`src/b64sc_pkg.sv`:
```
`timescale 1ns / 1ps

package b64sc_pkg;

    localparam logic [7:0] PAD_CHAR = 8'h3D;
    localparam int unsigned MAX_RESULTS = 4;

    typedef struct packed {
        logic [7:0] data_in;
        logic       last_in;
    } in_item_t;

    typedef struct packed {
        logic [7:0] data_out;
        logic       last_out;
        logic       bad_char;
    } out_item_t;

    typedef enum logic [1:0] {
        CH_DATA,
        CH_PAD,
        CH_BAD
    } char_kind_t;

    typedef struct packed {
        char_kind_t kind;
        logic [5:0] value;
    } char_info_t;

    // 6-bit group to standard alphabet character
    function automatic logic [7:0] enc_char(input logic [5:0] v);
        logic [7:0] c;
        begin
            if (v < 6'd26) begin
                c = 8'h41 + {2'b00, v};
            end
            else if (v < 6'd52) begin
                c = 8'h61 + {2'b00, v} - 8'd26;
            end
            else if (v < 6'd62) begin
                c = 8'h30 + {2'b00, v} - 8'd52;
            end
            else if (v == 6'd62) begin
                c = 8'h2B;
            end
            else begin
                c = 8'h2F;
            end
            return c;
        end
    endfunction

    // character to 6-bit group, pad or bad
    function automatic char_info_t dec_char(input logic [7:0] c);
        char_info_t r;
        begin
            r.kind  = CH_DATA;
            r.value = 6'd0;
            if (c >= 8'h41 && c <= 8'h5A) begin
                r.value = 6'(c - 8'h41);
            end
            else if (c >= 8'h61 && c <= 8'h7A) begin
                r.value = 6'(c - 8'h61 + 8'd26);
            end
            else if (c >= 8'h30 && c <= 8'h39) begin
                r.value = 6'(c - 8'h30 + 8'd52);
            end
            else if (c == 8'h2B) begin
                r.value = 6'd62;
            end
            else if (c == 8'h2F) begin
                r.value = 6'd63;
            end
            else if (c == PAD_CHAR) begin
                r.kind = CH_PAD;
            end
            else begin
                r.kind = CH_BAD;
            end
            return r;
        end
    endfunction

endpackage

```
`src/base64_stream_codec.sv`:
```
`timescale 1ns / 1ps

// streaming base64 codec, standard alphabet with '=' padding
// channels: in (valid/ready, byte or character plus last flag), out
// (valid/ready, character or byte plus last and bad_char flags), cfg
// (valid/ready, one bit: 0 encode, 1 decode); a cfg write clears the stream
// state and is meant to happen only while the block is idle
// each accepted request is worked out combinationally into a small result list
// of up to four entries; the list drains one entry per cycle through its single
// read port into the output register, while that register is free
// the first result of a request passes the result list, then the output
// register, before it is on out; throughput: one request per cycle when it
// makes at most one result (all of decode, some of encode) and the receiver
// does not stall, else the next request waits until the list is down to its
// last entry; an encode byte makes 1 or 2 results, a final one with padding up to 4
// reset: mode is encode, stream state empty, no result pending
// receiver stall: the output register holds its request, the list stops
// draining and in_ready stays low while the list holds any entry
module base64_stream_codec
(
    input  logic                  clk,
    input  logic                  rst_n,
    input  logic                  in_valid,
    output logic                  in_ready,
    input  b64sc_pkg::in_item_t   in_data,
    output logic                  out_valid,
    input  logic                  out_ready,
    output b64sc_pkg::out_item_t  out_data,
    input  logic                  cfg_valid,
    output logic                  cfg_ready,
    input  logic                  cfg_data
);

    // stream state
    logic        mode_reg, mode_next;
    logic [15:0] bits_reg, bits_next;
    logic [4:0]  bit_cnt_reg, bit_cnt_next;
    logic [1:0]  phase_reg, phase_next;

    // result list waiting for the output register
    logic [7:0]  pend_data_reg [b64sc_pkg::MAX_RESULTS];
    logic [7:0]  pend_data_next [b64sc_pkg::MAX_RESULTS];
    logic [2:0]  pend_left_reg, pend_left_next;
    logic        pend_last_reg, pend_last_next;
    logic        pend_bad_reg, pend_bad_next;

    // output register
    logic                  out_valid_reg, out_valid_next;
    b64sc_pkg::out_item_t  out_reg, out_next;

    // results of the current request
    logic [7:0]  res_data [b64sc_pkg::MAX_RESULTS];
    logic [2:0]  res_num;
    logic        res_last;
    logic        res_bad;

    logic        in_fire;
    logic        cfg_fire;
    logic        pop;

    assign cfg_ready = 1'b1;
    assign cfg_fire  = cfg_valid && cfg_ready;

    // move the list head into the output register when it is free
    assign pop      = (pend_left_reg != 3'd0) && (!out_valid_reg || out_ready);
    // take a request when the list is empty or empties this cycle
    assign in_ready = (pend_left_reg == 3'd0) || ((pend_left_reg == 3'd1) && pop);
    assign in_fire  = in_valid && in_ready;

    assign out_valid = out_valid_reg;
    assign out_data  = out_reg;

    // per-request work
    always_comb
    begin
        logic [15:0]          enc_bits;
        logic [5:0]           main_val [2];
        logic [1:0]           main_num;
        logic [4:0]           left_cnt;
        logic [5:0]           left_val;
        logic [2:0]           tot;
        logic [1:0]           phase_end;
        logic [1:0]           pads;
        logic [15:0]          dec_bits;
        logic [4:0]           dec_cnt;
        b64sc_pkg::char_info_t info;

        mode_next    = mode_reg;
        bits_next    = bits_reg;
        bit_cnt_next = bit_cnt_reg;
        phase_next   = phase_reg;
        for (int i = 0; i < b64sc_pkg::MAX_RESULTS; i++) begin
            res_data[i] = 8'd0;
        end
        res_num  = 3'd0;
        res_last = 1'b0;
        res_bad  = 1'b0;

        enc_bits    = {bits_reg[7:0], in_data.data_in};
        main_val[0] = enc_bits[7:2];
        main_val[1] = 6'd0;
        main_num    = 2'd1;
        left_cnt    = 5'd2;
        left_val    = {enc_bits[1:0], 4'b0000};
        // pending bit count before the byte is 0, 2 or 4
        case (bit_cnt_reg[2:1])
            2'd1:
            begin
                main_val[0] = enc_bits[9:4];
                left_cnt    = 5'd4;
                left_val    = {enc_bits[3:0], 2'b00};
            end
            2'd2:
            begin
                main_val[0] = enc_bits[11:6];
                main_val[1] = enc_bits[5:0];
                main_num    = 2'd2;
                left_cnt    = 5'd0;
                left_val    = 6'd0;
            end
            default:
            begin
                main_val[0] = enc_bits[7:2];
            end
        endcase
        tot       = {1'b0, main_num} + {2'b00, (left_cnt != 5'd0)};
        phase_end = phase_reg + tot[1:0];
        pads      = 2'd0 - phase_end;

        info     = b64sc_pkg::dec_char(in_data.data_in);
        dec_bits = {bits_reg[9:0], info.value};
        dec_cnt  = bit_cnt_reg + 5'd6;

        if (cfg_fire) begin
            mode_next    = cfg_data;
            bits_next    = 16'd0;
            bit_cnt_next = 5'd0;
            phase_next   = 2'd0;
        end
        else if (in_fire) begin
            if (!mode_reg) begin
                // encode: main characters, then leftover and padding on last
                for (int i = 0; i < b64sc_pkg::MAX_RESULTS; i++) begin
                    if (3'(i) < {1'b0, main_num}) begin
                        res_data[i] = b64sc_pkg::enc_char(main_val[i[0]]);
                    end
                    else if ((3'(i) == {1'b0, main_num}) && (left_cnt != 5'd0)) begin
                        res_data[i] = b64sc_pkg::enc_char(left_val);
                    end
                    else begin
                        res_data[i] = b64sc_pkg::PAD_CHAR;
                    end
                end
                res_last = in_data.last_in;
                if (in_data.last_in) begin
                    res_num      = tot + {1'b0, pads};
                    bits_next    = 16'd0;
                    bit_cnt_next = 5'd0;
                    phase_next   = 2'd0;
                end
                else begin
                    res_num      = {1'b0, main_num};
                    bits_next    = enc_bits;
                    bit_cnt_next = left_cnt;
                    phase_next   = phase_reg + main_num;
                end
            end
            else begin
                res_last = 1'b1;
                case (info.kind)
                    b64sc_pkg::CH_BAD:
                    begin
                        res_num = 3'd1;
                        res_bad = 1'b1;
                    end
                    b64sc_pkg::CH_DATA:
                    begin
                        bits_next    = dec_bits;
                        bit_cnt_next = dec_cnt;
                        phase_next   = phase_reg + 2'd1;
                        if (dec_cnt >= 5'd8) begin
                            res_data[0]  = 8'(dec_bits >> (dec_cnt - 5'd8));
                            bit_cnt_next = dec_cnt - 5'd8;
                            res_num      = 3'd1;
                        end
                    end
                    default:
                    begin
                        res_num = 3'd0;
                    end
                endcase
                if (in_data.last_in) begin
                    bits_next    = 16'd0;
                    bit_cnt_next = 5'd0;
                    phase_next   = 2'd0;
                end
            end
        end
    end

    // result list and output register
    always_comb
    begin
        pend_left_next = pend_left_reg;
        pend_last_next = pend_last_reg;
        pend_bad_next  = pend_bad_reg;
        for (int i = 0; i < b64sc_pkg::MAX_RESULTS; i++) begin
            pend_data_next[i] = pend_data_reg[i];
        end
        out_valid_next = out_valid_reg;
        out_next       = out_reg;

        if (pop) begin
            out_valid_next    = 1'b1;
            out_next.data_out = pend_data_reg[0];
            out_next.last_out = pend_last_reg && (pend_left_reg == 3'd1);
            out_next.bad_char = pend_bad_reg;
        end
        else if (out_ready) begin
            out_valid_next = 1'b0;
        end

        if (in_fire) begin
            pend_left_next = res_num;
            pend_last_next = res_last;
            pend_bad_next  = res_bad;
            for (int i = 0; i < b64sc_pkg::MAX_RESULTS; i++) begin
                pend_data_next[i] = res_data[i];
            end
        end
        else if (pop) begin
            pend_left_next = pend_left_reg - 3'd1;
            for (int i = 0; i < b64sc_pkg::MAX_RESULTS - 1; i++) begin
                pend_data_next[i] = pend_data_reg[i + 1];
            end
        end
    end

    always_ff @(posedge clk or negedge rst_n)
    begin
        if (!rst_n) begin
            mode_reg      <= 1'b0;
            bits_reg      <= 16'd0;
            bit_cnt_reg   <= 5'd0;
            phase_reg     <= 2'd0;
            pend_left_reg <= 3'd0;
            out_valid_reg <= 1'b0;
        end
        else begin
            mode_reg      <= mode_next;
            bits_reg      <= bits_next;
            bit_cnt_reg   <= bit_cnt_next;
            phase_reg     <= phase_next;
            pend_left_reg <= pend_left_next;
            out_valid_reg <= out_valid_next;
        end
    end

    // payload, no reset
    always_ff @(posedge clk)
    begin
        pend_last_reg <= pend_last_next;
        pend_bad_reg  <= pend_bad_next;
        out_reg       <= out_next;
        for (int i = 0; i < b64sc_pkg::MAX_RESULTS; i++) begin
            pend_data_reg[i] <= pend_data_next[i];
        end
    end

endmodule

```
`config.mk`:
```
export PLATFORM = sky130hd
export DESIGN_NAME = base64_stream_codec
export DESIGN_NICKNAME = d
export VERILOG_FILES = /design/src/b64sc_pkg.sv /design/src/base64_stream_codec.sv
export SDC_FILE = /design/constraint.sdc
export NUM_CORES = 1
export LEC_CHECK = 0
export ABC_AREA = 1
export BUFFER_PORTS_ARGS = -buffer_cell sky130_fd_sc_hd__clkbuf_2
export CORE_UTILIZATION = 55
export CTS_CLUSTER_SIZE = 8
export DETAILED_ROUTE_END_ITERATION = 8
export PLACE_DENSITY = 0.71
export SLEW_MARGIN = 25
export SYNTH_ARGS = -nofsm -noshare
export SYNTH_HDL_FRONTEND = slang
export SYNTH_SLANG_ARGS = --single-unit
export TNS_END_PERCENT = 5
```
`constraint.sdc`:
```
create_clock -name clk -period 3.7 [get_ports clk]
set_clock_uncertainty 0.1 [all_clocks]
set_input_delay 0.74 -clock clk [delete_from_list [all_inputs] [get_ports clk]]
set_output_delay 0.74 -clock clk [all_outputs]
set_load 0.01 [all_outputs]
```
=== Word level (Yosys, flattened, before mapping) ===
Memory sizes are Yosys's and may differ from the RTL's.
Index checks and enable logic that the tools add are counted.

* Reductions and logical operators: 24
* Add/subtract/negate cells: 29
* Order comparisons: 19
* Bitwise gates (word level): 1
* Equal/unequal tests: 14
* Muxes and demuxes: 73
* Shift operators: 1

{| class="wikitable"
|+ Operator list
! operator !! number
|-
| 2-to-1 mux 8 bit || 20
|-
| 2-to-1 mux 24 bit || 3
|-
| 2-to-1 mux 10 bit || 6
|-
| adder 7 x 6 -> 8 bit (first input constant) || 6
|-
| < comparator 6 bit (second input constant) || 6
|-
| 2-to-1 mux 6 bit || 6
|-
| 2-to-1 mux 32 bit || 1
|-
| 2-to-1 mux 5 bit || 6
|-
| 2-to-1 mux 3 bit || 9
|-
| 2-to-1 mux 2 bit || 13
|-
| equality test 8 x 6 -> 1 bit (second input constant) || 3
|-
| case mux 6 bit (2 select lines) || 2
|-
| subtractor 7 x 6 -> 8 bit (second input constant) || 3
|-
| subtractor 8 x 5 -> 8 bit (second input constant) || 3
|-
| adder 6 x 6 -> 7 bit (first input constant) || 3
|-
| equality test 6 bit (second input constant) || 3
|-
| < comparator 6 x 5 -> 1 bit (second input constant) || 3
|-
| >= comparator 8 x 7 -> 1 bit (second input constant) || 2
|-
| <= comparator 8 x 7 -> 1 bit (second input constant) || 2
|-
| >> shifter 16 x 5 -> 8 bit || 1
|-
| subtractor 6 bit (second input constant) || 2
|-
| logical AND 1 bit || 11
|-
| >= comparator 8 x 6 -> 1 bit (second input constant) || 1
|-
| <= comparator 8 x 6 -> 1 bit (second input constant) || 1
|-
| other kinds (33) || 45
|}

* RAM bits: 32
* Bits of input ports: 15
* Bits in registers: 34
* Memories kept: 1

{| class="wikitable"
|+ Memory list
! memory !! words !! width !! read ports !! clocked after Yosys merged registers in !! write ports !! line !! RTL
|-
| pend_data_reg || 4 || 8 || 4 || 0 || 4 || base64_stream_codec.sv:41 || <nowiki>logic [7:0] pend_data_reg [b64sc_pkg::MAX_RESULTS];</nowiki>
|}

=== Logic depth before layout (Yosys ltp) ===
Gate-level depths: netlist (run 1).

* Word-level depth: 13
* Depth in mapped cells: 19
* Depth with buffers taken out: 18

=== Worst setup path before layout (run 1) ===
OpenSTA, ideal clock, no wires.

* Path kind: flip-flop to flip-flop
* Start point: reg bit_cnt_reg[1]
* End point: mem pend_data_reg[0][1] (data pin)
* Arrival time: 2709 ps
* Stages on the path, launching flop included: 13
* Setup time: 258 ps
* Data required time: 3342 ps
* Clock period less this slack: 3067 ps
* Buffers on the path: 2
* Setup slack: 633 ps
* Cells stage by stage: dfrtp_1 > clkbuf_1 > clkinv_1 > ha_1 > buf_6 > o21ai_2 > inv_1 > ha_1 > o21ai_1 > nand2_2 > or2_0 > a31oi_1 > a21oi_1

{| class="wikitable"
|+ RTL lines
! item !! line !! RTL
|-
| from (decl) || base64_stream_codec.sv:37 || <nowiki>logic [4:0] bit_cnt_reg, bit_cnt_next;</nowiki>
|-
| from (signal assigned) || base64_stream_codec.sv:252 || <nowiki>bit_cnt_reg <= bit_cnt_next;</nowiki>
|-
| to (decl) || base64_stream_codec.sv:41 ||
|}

==> results of run 1 <==
[layer usage]
| metal | global-route usage (%) | vias up | share of wire, % |
|---|---|---|---|
| li1 | - | 2270 | - |
| met1 | 39.2 | 2136 | 42 |
| met2 | 52.7 | 212 | 48 |
| met3 | 2.90 | 40 | 6.2 |
| met4 | 12.5 | 0 | 3.6 |
| met5 | 0 | - | 0 |
[worst max-delay path, stage by stage (launching register included)]
cell and delay, ns:
dfrtp_1 0.36, clkinv_1 0.18, ha_1 0.60, buf_4 0.25, nand3_1 0.08, o21ai_1 0.18
clkinv_1 0.18, nand2_1 0.16, nor2_2 0.08, nand2_1 0.14, o21ai_1 0.09, o21ai_1 0.17
a21oi_1 0.08, a21oi_1 0.26
[cell type report]
type | instances | area [um2] | share of cell area, %
Clock buffer | 5 | 68.8 | 1.33
Tap cell | 108 | 135 | 2.62
Sequential cell | 54 | 1520 | 29.4
Inverter | 79 | 304 | 5.89
Timing Repair Buffer | 36 | 205 | 3.97
Multi-Input combinational cell | 506 | 2910 | 56.3
Clock inverter | 3 | 28.8 | 0.557
[power by group through the flow]
stage                     clock [W]  sequential, W  combinational (W)
after CTS                  0.000367        0.00100            0.00141
after floorplan                   0        0.00102            0.00101
final                      0.000364        0.00100            0.00142
after global placement            0        0.00101            0.00139
after detailed placement          0        0.00102            0.00140
after global routing       0.000389        0.00103            0.00158
[worst paths after layout]
check	from	endpoint	slack [ns]	depth (start not counted)
max	bit_cnt_reg[1]	pend_data_reg[0][2]	0.58	13
min	rst_n	bit_cnt_reg[3]	0.30	1
max reg2reg	bit_cnt_reg[1]	pend_data_reg[0][2]	0.58	13
min reg2reg	pend_data_reg[0][1]	out_data[3]	0.33	0
max in group asynchronous	rst_n	pend_left_reg[1]	2.82	1
min in group clk	pend_data_reg[0][1]	out_data[3]	0.33	0
[kinds of logic (layout without fill, tap and decap cells)]
group                    after synthesis  count (layout)  synth area share [%]
AND/OR/NAND/NOR                      304             304                  28.0
AO/OA/AOI/OAI                        144             144                  18.5
buffers and inverters                106             123                  9.71
flip-flops                            54              54                  31.0
adder cells (fa/ha/maj)               34              34                  8.68
XOR/XNOR                              23              23                  4.11
other                                  1               1                0.0766
[cell usage in the layout (no fill, tap or decap), types with 4 or more instances in the layout]
master / Yosys / layout
nand2_2: 10 / 10
clkbuf_2: 0 / 26
a31oi_1: 10 / 10
a21oi_1: 32 / 32
xnor2_1: 7 / 7
o21ai_0: 32 / 32
edfxtp_1: 33 / 33
buf_4: 3 / 10
nand2_1: 168 / 168
ha_1: 34 / 34
nor2_1: 44 / 44
inv_2: 8 / 8
dfrtp_1: 21 / 21
o21ai_2: 8 / 8
nand4_1: 6 / 6
clkinv_1: 4 / 4
xor2_1: 16 / 16
o2111ai_1: 5 / 5
inv_1: 64 / 64
nor3_1: 7 / 7
nor2_2: 5 / 5
clkbuf_8: 0 / 5
o211ai_1: 8 / 8
o221ai_1: 4 / 4
o21ai_1: 22 / 22
nand3_1: 48 / 48
[through the flow]
stage / instances / utilization [%] / setup slack [ns]
after CTS: 791 / 59.5 / 0.627
after detailed placement: 783 / 58.4 / 0.479
after floorplan: 666 / - / 0.633
after global routing: 791 / 59.5 / 0.415
final: 791 / 59.5 / 0.577
after global placement: 783 / 58.4 / 0.553
==> key figures, run 1 <==
Logic synthesis
  • Yosys warning count: 0
  • Post-synth top cells: 168 x nand2_1, 64 x inv_1, 48 x nand3_1
  • Post-synth top area share: 20.2%
  • Synth area leader: edfxtp_1
  • Fraction of registers with async set/reset: 38.9%
  • Cells after synthesis: 666
  • Syn_nets: 715
  • Mean Syn Cell Area: 7.36 um2
  • Synth area leaders: edfxtp_1 20%, nand2_1 13%, dfrtp_1 11%
  • Unique cell type count in the Yosys netlist: 56
  • Post-synth EDFFs: 33
  • Most common cell in the synthesized netlist: nand2_1
  • Synth Cell Area: approximately 4900 um2
  • Most used DFF post-synth: edfxtp_1
  • Share of the yosys chip area belonging to registers: a little under a third
  • Synthesis-stage register bit count: 54

STA
  • Slew headroom: 60.5%
  • Fin. Hold Viols: 0
  • Final setup violation count: 0
  • Worst hold slack: 0.297 ns
  • Slew @ Worst Pin: 0.592 ns
  • Setup_tns: 0 ns
  • Slew Viols, Final: 0
  • Min Tclk post-route: around 3.1 ns
  • Max frequency: 0.320 GHz
  • Crit share post-route: between 80% and 90%
  • RSZ-0062 raised after global routing: false

Power and ir drop
  • Worst VDD drop: 216 uV
  • Reg power frac: between 30% and 40%
  • P_leak: 2.36 nW
  • Comb power frac: 51.0%
  • Sw Pwr: 0.00125 W
  • Switch share: 45.0%
  • Tot Pwr: 0.00278 W
  • Internal Power: 0.00153 W
  • Clock share of power: 13.1%
  • Pwr/cell area: 539 nW/um2

Min path
  • Worst min path class: in -> async

Clock network
  • CTS root buf: clkbuf_8
  • Setup Buffers After CTS: 0
  • CTS Hold Bufs: 0
  • CTS tree: yes
  • Worst-path clk slew: 0.11 ns
  • # H-tree levels: 2
  • Clock Tree Buf Depth: 2
  • Clk Latency, worst-skew pair: 0.32 ns
  • CTS resizes: 0
  • Sink Count: 54
  • Num CTS Buffers: 5

Floorplan
  • Initial Util: 56.4%
  • Area of the die: 9290 um2
  • Die X: 96.4 um
  • Core Footprint: 8680 um2
  • Top Ports: 28
  • Chip height: roughly 96 um
  • Site Rows: 34

Detailed routing
  • Via count: between 4000 and 5000
  • DRT antenna net count: 0
  • Initial DRC count: 465
  • WL/cell: 17.0 um
  • Drt first pass iters: 7
  • Final WL: 13500 um
  • DRC: 0
  • Vias/cell: approximately 6

GRT
  • Largest net degree at the start of global routing: 28
  • Overall routing resource usage: 30.5%
  • Initial antenna violation count: 0
  • Global route overflow: 0
  • First-pass GRT wire length: 21400 um
  • Number of global-route vias before repair: 4400

Placement
  • Placed Area: 5070 um2
  • Placer congestion estimate: 1.01
  • Post-DP HPWL: 10500 um
  • IO Port Bufs: 26

Cells and area
  • Nets@finish: about 730
  • Final Cell Area: 5160 um2
  • Area Growth Syn to Fin: 5.44%
  • Layout cells sized above 1: 13.2%
  • # diodes: 0
  • # fillers: 837
  • Max reg flops: 21

Critical path
  • Setup CP Type: reg -> reg
  • Worst Setup End Kind: flip-flop
  • Critical path arrival: 3.16 ns
  • Worst EP required: approximately 3.7 ns
  • Worst Path Max Fanout: 9
  • Crit start category: flip-flop

Job
  • Max-cap violations: 0

Run status
  • Run status: complete, no violations
No activity file was read; power rests on OpenSTA's default activity.
==> run 2, diff against run 1 <==
Settings changed: ABC_AREA 1 to 0.
Clock period 3.7 ns to 3 ns, I/O delays scaled along.
==> run 2 against run 1 <==
Effect of this change:
- the run now ends with setup timing left
- cell count down 3.4%
- clock-buffer cell count up 1
- sequential power up 31%
- via count up 4.3%
- worst setup slack worse by 0.66 ns
- sequential cell count unchanged
- non-clock buffer count up 92
- sequential share of layout area down 3.7 points
- combinational power up 39%
- first-iteration DRC count down 23%
- worst hold slack worse by 0.15 ns
==> key figures, run 2 <==
Floorplan
  • Core Footprint: 8260 um2 (was 8680 um2)
  • Area of the die: 8980 um2 (was 9290 um2)
  • Initial Util: 57.3% (was 56.4%)
  • Die X: 94.8 um (was 96.4 um)
  • Site Rows: 33 (was 34)
  • Top Ports: 28 (unchanged)
  • Chip height: 94.8 um (was 96.4 um)

Clock network
  • CTS tree: yes (unchanged)
  • Clock Tree Buf Depth: 2 (unchanged)
  • Sink Count: 54 (unchanged)
  • Clk Latency, worst-skew pair: 0.31 ns (was 0.32 ns)
  • # H-tree levels: 2 (unchanged)
  • Num CTS Buffers: 5 (unchanged)
  • CTS Hold Bufs: 0 (unchanged)
  • Worst-path clk slew: 0.11 ns (about the same)
  • CTS root buf: clkbuf_8 (unchanged)

STA
  • Slew headroom: 38.3% (was 60.5%)
  • Max frequency: 0.325 GHz (was 0.320 GHz)
  • Setup_tns: -0.138 ns (was 0 ns)
  • Slew @ Worst Pin: 0.918 ns (was 0.592 ns)
  • Slew Viols, Final: 0 (unchanged)
  • Worst setup margin: -0.0790 ns (was 0.577 ns)
  • RSZ-0062 raised after global routing: true (was false)
  • Fin. Hold Viols: 0 (unchanged)
  • Final setup violation count: 2 (was 0)
  • Crit share post-route: 103% (was 84.4%)
  • Min Tclk post-route: 3.08 ns (was 3.12 ns)

Detailed routing
  • DRC: 0 (unchanged)
  • Final WL: 14600 um (was 13500 um)
  • DRT antenna net count: 0 (unchanged)
  • Drt first pass iters: 5 (was 7)
  • Vias/cell: 6.36 (was 5.89)
  • Via count: 4860 (was 4658)
  • Initial DRC count: 357 (was 465)
  • WL/cell: 19.1 um (was 17.0 um)

Run status
  • Failing checks: setup timing
  • Run status: complete, but fails checks (was complete, no violations)

Critical path
  • Worst Setup End Kind: flip-flop (unchanged)
  • Critical path arrival: 3.05 ns (was 3.16 ns)
  • Worst R2R Setup Slack: -0.08 ns (was 0.58 ns)
  • RR Startpoint: bit_cnt_reg[1] (unchanged)
  • R2R Path End: pend_data_reg[0][3] (was pend_data_reg[0][2])
  • R2R depth: 12 (was 13)
  • Worst Path Max Fanout: 5 (was 9)
  • Worst EP required: 2.97 ns (was 3.74 ns)
  • Critical path destination: pend_data_reg[0][3] (was pend_data_reg[0][2])
  • Crit start category: flip-flop (unchanged)
  • Setup crit start: bit_cnt_reg[1] (unchanged)
  • Setup CP Type: reg -> reg (unchanged)

Placement
  • Pre-CTS setup slack: -0.201 ns (was 0.479 ns)
  • Placed cells: 749 (was 783)
  • IO Port Bufs: 26 (unchanged)
  • Placed Area: 5650 um2 (was 5070 um2)
  • Post-DP HPWL: 11300 um (was 10500 um)
  • Placer congestion estimate: 1.02 (was 1.01)

GRT
  • First-pass GRT wire length: 23000 um (was 21400 um)
  • Largest net degree at the start of global routing: 26 (was 28)
  • Number of global-route vias before repair: 4525 (was 4400)
  • Initial antenna violation count: 0 (unchanged)
  • Overall routing resource usage: 33.6% (was 30.5%)
  • Global route overflow: 0 (unchanged)

Power and ir drop
  • Worst VDD drop: 328 uV (was 216 uV)
  • P_leak: 2.54 nW (was 2.36 nW)
  • Pwr/cell area: 637 nW/um2 (was 539 nW/um2)
  • Tot Pwr: 0.00376 W (was 0.00278 W)

Min path
  • Worst min path class: in -> async (unchanged)

Logic synthesis
  • Fraction of registers with async set/reset: 38.9% (unchanged)
  • Cells after synthesis: 553 (was 666)
  • Most common cell in the synthesized netlist: nand2_1 (unchanged)
  • Most used DFF post-synth: edfxtp_1 (unchanged)
  • Post-synth top cells: 59 x nand2_1, 44 x nor2_1, 42 x o21ai_0 (was 168 x nand2_1, 64 x inv_1, 48 x nand3_1)
  • Post-synth EDFFs: 33 (unchanged)
  • Yosys warning count: 0 (unchanged)
  • Synth Cell Area: 4730 um2 (was 4900 um2)
  • Share of the yosys chip area belonging to registers: 32.0% (was 31.0%)
  • Post-synth top area share: 20.9% (was 20.2%)
  • Mean Syn Cell Area: 8.56 um2 (was 7.36 um2)
  • Unique cell type count in the Yosys netlist: 79 (was 56)
  • Synthesis-stage register bit count: 54 (unchanged)
  • Synth area leaders: edfxtp_1 21%, dfrtp_1 11%, ha_1 9.0% (was edfxtp_1 20%, nand2_1 13%, dfrtp_1 11%)
  • Syn_nets: 602 (was 715)
  • Synth area leader: edfxtp_1 (unchanged)

Cells and area
  • # fillers: 664 (was 837)
  • # diodes: 0 (unchanged)
  • Nets@finish: 707 (was 731)
  • Commonest cells after routing, fill and taps aside: 101 x buf_4, 58 x nand2_1, 42 x o21ai_0, 42 x nor2_1, 34 x a21oi_1 (was 168 x nand2_1, 64 x inv_1, 48 x nand3_1)
  • Final Cell Area: 5900 um2 (was 5160 um2)
  • Area Growth Syn to Fin: 24.7% (was 5.44%)
  • Layout cells sized above 1: 28.1% (was 13.2%)
  • Most common cell after layout, fill and taps aside: buf_4 (was nand2_1)
  • Post-Layout Cell Count: 764 (was 791)
  • Max reg flops: 21 (unchanged)

Job
  • Max-cap violations: 0 (unchanged)
==> run 2: area by class of cell <==
type	instances	area [um2]	area share [%]
timing repair buffer	128	900	15.2
tap	105	131	2.23
clock inverter	2	13.8	0.233
sequential	54	1520	25.7
clock buffer	6	93.8	1.59
inverter	38	155	2.63
multi-input combinational	431	3090	52.4
==> run 2: worst min-delay path by stage <==
stage,startpoint,to,cells past startpoint
3_5_place_dp,pend_data_reg[0][5],out_data[7],0
5_1_grt,rst_n,phase_reg[0],1
6_report,rst_n,phase_reg[1],1
3_3_place_gp,pend_data_reg[0][1],out_data[3],0
2_1_floorplan,rst_n,bit_cnt_reg[1],0
4_1_cts,rst_n,phase_reg[0],1
==> run 2: critical path, cell delays in order (launching register included) <==
cell      delay, ns
dfrtp_2        0.47
clkinv_8       0.08
ha_4           0.32
mux2i_4        0.31
ha_4           0.18
nand2_1        0.05
o211a_1        0.25
o21ai_4        0.24
buf_4          0.15
nand3_1        0.08
o311a_1        0.14
o21a_1         0.21
a221o_1        0.26
==> run 2: cells by family after synthesis <==
logic type / share of synthesized area, %
AND/OR/NAND/NOR: 17.1
multiplexers: 5.42
AO/OA/AOI/OAI: 27.8
flip-flops: 32.0
buffers and inverters: 5.95
XOR/XNOR: 2.59
other: 0.0792
adder cells (fa/ha/maj): 8.99
==> run 2: what timing repair did <==
action / 4_1_cts / 5_1_grt
cloned: 0 / 0
endpoints found under the setup margin: 7 / 13
hold endpoints to repair: 0 / 0
pin swaps: 7 / 10
resized for setup: 6 / 15
buffers inserted: 1 / 6
==> run 2: report_power, final <==
part	switching [W]	total (W)	internal, W	leakage, nW
Clock	0.000261	0.000477	0.000216	0.0529
Combinational	0.00116	0.00198	0.000819	1.88
Sequential	0.000134	0.00131	0.00117	0.605
Total	0.00155	0.00376	0.00221	2.54
==> run 2: routing by layer <==
metal  vias to the layer above  part of all wire [%]  global-route usage [%]
met5                         -                     0                       0
met4                         0                   3.5                    13.1
met3                        43                   7.1                    4.67
met2                       251                    48                    56.6
met1                      2295                    41                    43.3
li1                       2271                     -                       -
==> run 2: through the flow <==
stage / utilization, % / hold WS (ns)
after CTS: 70.1 / 0.167
after floorplan: - / 0.204
after global placement: 68.4 / 0.301
final: 71.5 / 0.147
after global routing: 71.5 / 0.187
after detailed placement: 68.4 / 0.306
==> run 3, diff against run 2 <==
Settings changed: CORE_MARGIN set to 3.
==> run 3 against run 2 <==
Effect of this change:
- the flow still finishes with violations (setup timing)
- routed wire length decreased by 4.2%
- non-clock buffer count decreased by 3
- register-to-register slack about the same
- critical endpoint unchanged
- largest cell class unchanged
==> key figures, run 3 (synthesized netlist as in run 2, its figures left out) <==
Clock network
  • Sink Count: 54 (unchanged)
  • Clock Tree Buf Depth: 2 (unchanged)
  • CTS root buf: clkbuf_8 (unchanged)
  • Clk Latency, worst-skew pair: 0.32 ns (was 0.31 ns)
  • Num CTS Buffers: 5 (unchanged)
  • # H-tree levels: 2 (unchanged)
  • CTS tree: yes (unchanged)
  • Worst-path clk slew: 0.10 ns (was 0.11 ns)

STA
  • Worst setup margin: -0.0860 ns (was -0.0790 ns)
  • Max frequency: 0.324 GHz (was 0.325 GHz)
  • Setup_tns: -0.164 ns (was -0.138 ns)
  • Fin. Hold Viols: 0 (unchanged)
  • Min Tclk post-route: 3.09 ns (was 3.08 ns)
  • Slew @ Worst Pin: 0.732 ns (was 0.918 ns)
  • Slew headroom: 50.8% (was 38.3%)
  • Slew Viols, Final: 0 (unchanged)
  • Crit share post-route: 103% (about the same)
  • RSZ-0062 raised after global routing: true (unchanged)
  • Final setup violation count: 4 (was 2)
  • Worst hold slack: 0.145 ns (was 0.147 ns)

Cells and area
  • Most common cell after layout, fill and taps aside: buf_4 (unchanged)
  • # diodes: 0 (unchanged)
  • Post-Layout Cell Count: 761 (was 764)
  • Area Growth Syn to Fin: 23.9% (was 24.7%)
  • Max reg flops: 21 (unchanged)
  • Commonest cells after routing, fill and taps aside: 98 x buf_4, 59 x nand2_1, 42 x nor2_1 (was 101 x buf_4, 58 x nand2_1, 42 x o21ai_0, 42 x nor2_1, 34 x a21oi_1)
  • Nets@finish: 704 (was 707)
  • Layout cells sized above 1: 27.3% (was 28.1%)
  • Final Cell Area: 5860 um2 (was 5900 um2)

Min path
  • Worst min path class: in -> async (unchanged)

Floorplan
  • Chip height: 98.8 um (was 94.8 um)
  • Site Rows: 33 (unchanged)
  • Area of the die: 9750 um2 (was 8980 um2)
  • Die X: 98.8 um (was 94.8 um)
  • Core Footprint: 8300 um2 (was 8260 um2)
  • Initial Util: 57.0% (was 57.3%)
  • Top Ports: 28 (unchanged)

Power and ir drop
  • Worst VDD drop: 262 uV (was 328 uV)
  • Pwr/cell area: 626 nW/um2 (was 637 nW/um2)
  • P_leak: 2.52 nW (was 2.54 nW)

Critical path
  • Worst Path Max Fanout: 7 (was 5)
  • Worst EP required: 2.96 ns (was 2.97 ns)
  • Worst Setup End Kind: flip-flop (unchanged)
  • Setup CP Type: reg -> reg (unchanged)
  • Critical path arrival: 3.05 ns (about the same)
  • Crit start category: flip-flop (unchanged)
  • Worst R2R Setup Slack: -0.09 ns (was -0.08 ns)

GRT
  • First-pass GRT wire length: 23200 um (was 23000 um)
  • Overall routing resource usage: 29.4% (was 33.6%)
  • Global route overflow: 0 (unchanged)
  • Largest net degree at the start of global routing: 26 (unchanged)
  • Initial antenna violation count: 0 (unchanged)
  • Number of global-route vias before repair: 4495 (was 4525)

Placement
  • Post-DP HPWL: 10900 um (was 11300 um)
  • IO Port Bufs: 26 (unchanged)
  • Placer congestion estimate: 0.913 (was 1.02)
  • Placed Area: 5640 um2 (was 5650 um2)
  • Placed cells: 748 (was 749)

Run status
  • Run status: complete, but fails checks (unchanged)
  • Failing checks: setup timing (unchanged)

Detailed routing
  • Via count: 4731 (was 4860)
  • WL/cell: 18.4 um (was 19.1 um)
  • Final WL: 14000 um (was 14600 um)
  • Drt first pass iters: 5 (unchanged)
  • DRC: 0 (unchanged)
  • Vias/cell: 6.22 (was 6.36)
  • DRT antenna net count: 0 (unchanged)
  • Initial DRC count: 458 (was 357)

Job
  • Max-cap violations: 0 (unchanged)
run 3: changes by cell type in the layout (fill, tap and decap cells not counted), sizes merged:
cell,change
buf,-3
run 3: power by group:
group / internal (W) / switching [W]
Combinational: 0.000803 / 0.00112
Clock: 0.000191 / 0.000255
Sequential: 0.00117 / 0.000129
run 3: worst paths after layout:
kind                                startpoint                   to  depth (start not counted)
setup reg to reg                bit_cnt_reg[1]  pend_data_reg[0][3]                         11
setup / recovery                bit_cnt_reg[1]  pend_data_reg[0][3]                         11
hold / removal                           rst_n             mode_reg                          1
max in group asynchronous                rst_n       bit_cnt_reg[1]                          1
min in group clk           pend_data_reg[0][6]          out_data[8]                          0
hold reg to reg            pend_data_reg[0][6]          out_data[8]                          0
run 3: layer usage:
layer  track usage (%)  vias to the layer above  part of all wire, %
li1                  -                     2270                    -
met3              4.18                       29                  7.1
met2              47.2                      219                   47
met5                 0                        -                    0
met4              10.8                        0                  2.7
met1              40.5                     2213                   43
run 3: area by class of cell:
cell class	count	area, um2
multi-input cells	431	3080
fillers	670	2430
flip-flops and latches	54	1520
repair buffers	125	877
inverters	38	155
well taps	105	131
clock buffers	6	82.6
clock inverters	2	16.3
run 3: repair_timing:
item                                    in CTS  in global routing
buffers inserted                             4                  1
endpoints found under the setup margin       8                 12
pin swaps                                    8                  4
gates resized for setup                     10                 11
hold buffers                                 0                  0
run 3: worst max-delay path, stage by stage, from the launching register on:
cell	delay, ns
dfrtp_2	0.48
clkinv_8	0.08
ha_4	0.34
mux2i_4	0.31
ha_4	0.18
nand2_1	0.07
o211a_4	0.26
o21ai_4	0.20
nor2_2	0.06
o311a_1	0.29
o21a_1	0.19
a221o_1	0.25
run 3: metrics by stage:
| stage | power, W | util [%] | setup WS (ns) |
|---|---|---|---|
| 2_1_floorplan | 0.00247 | - | -0.159 |
| 3_3_place_gp | 0.00307 | 68.0 | -0.188 |
| 3_5_place_dp | 0.00313 | 68.0 | -0.244 |
| 4_1_cts | 0.00363 | 70.1 | -0.0506 |
| 5_1_grt | 0.00392 | 70.7 | -0.175 |
| 6_report | 0.00367 | 70.7 | -0.0860 |
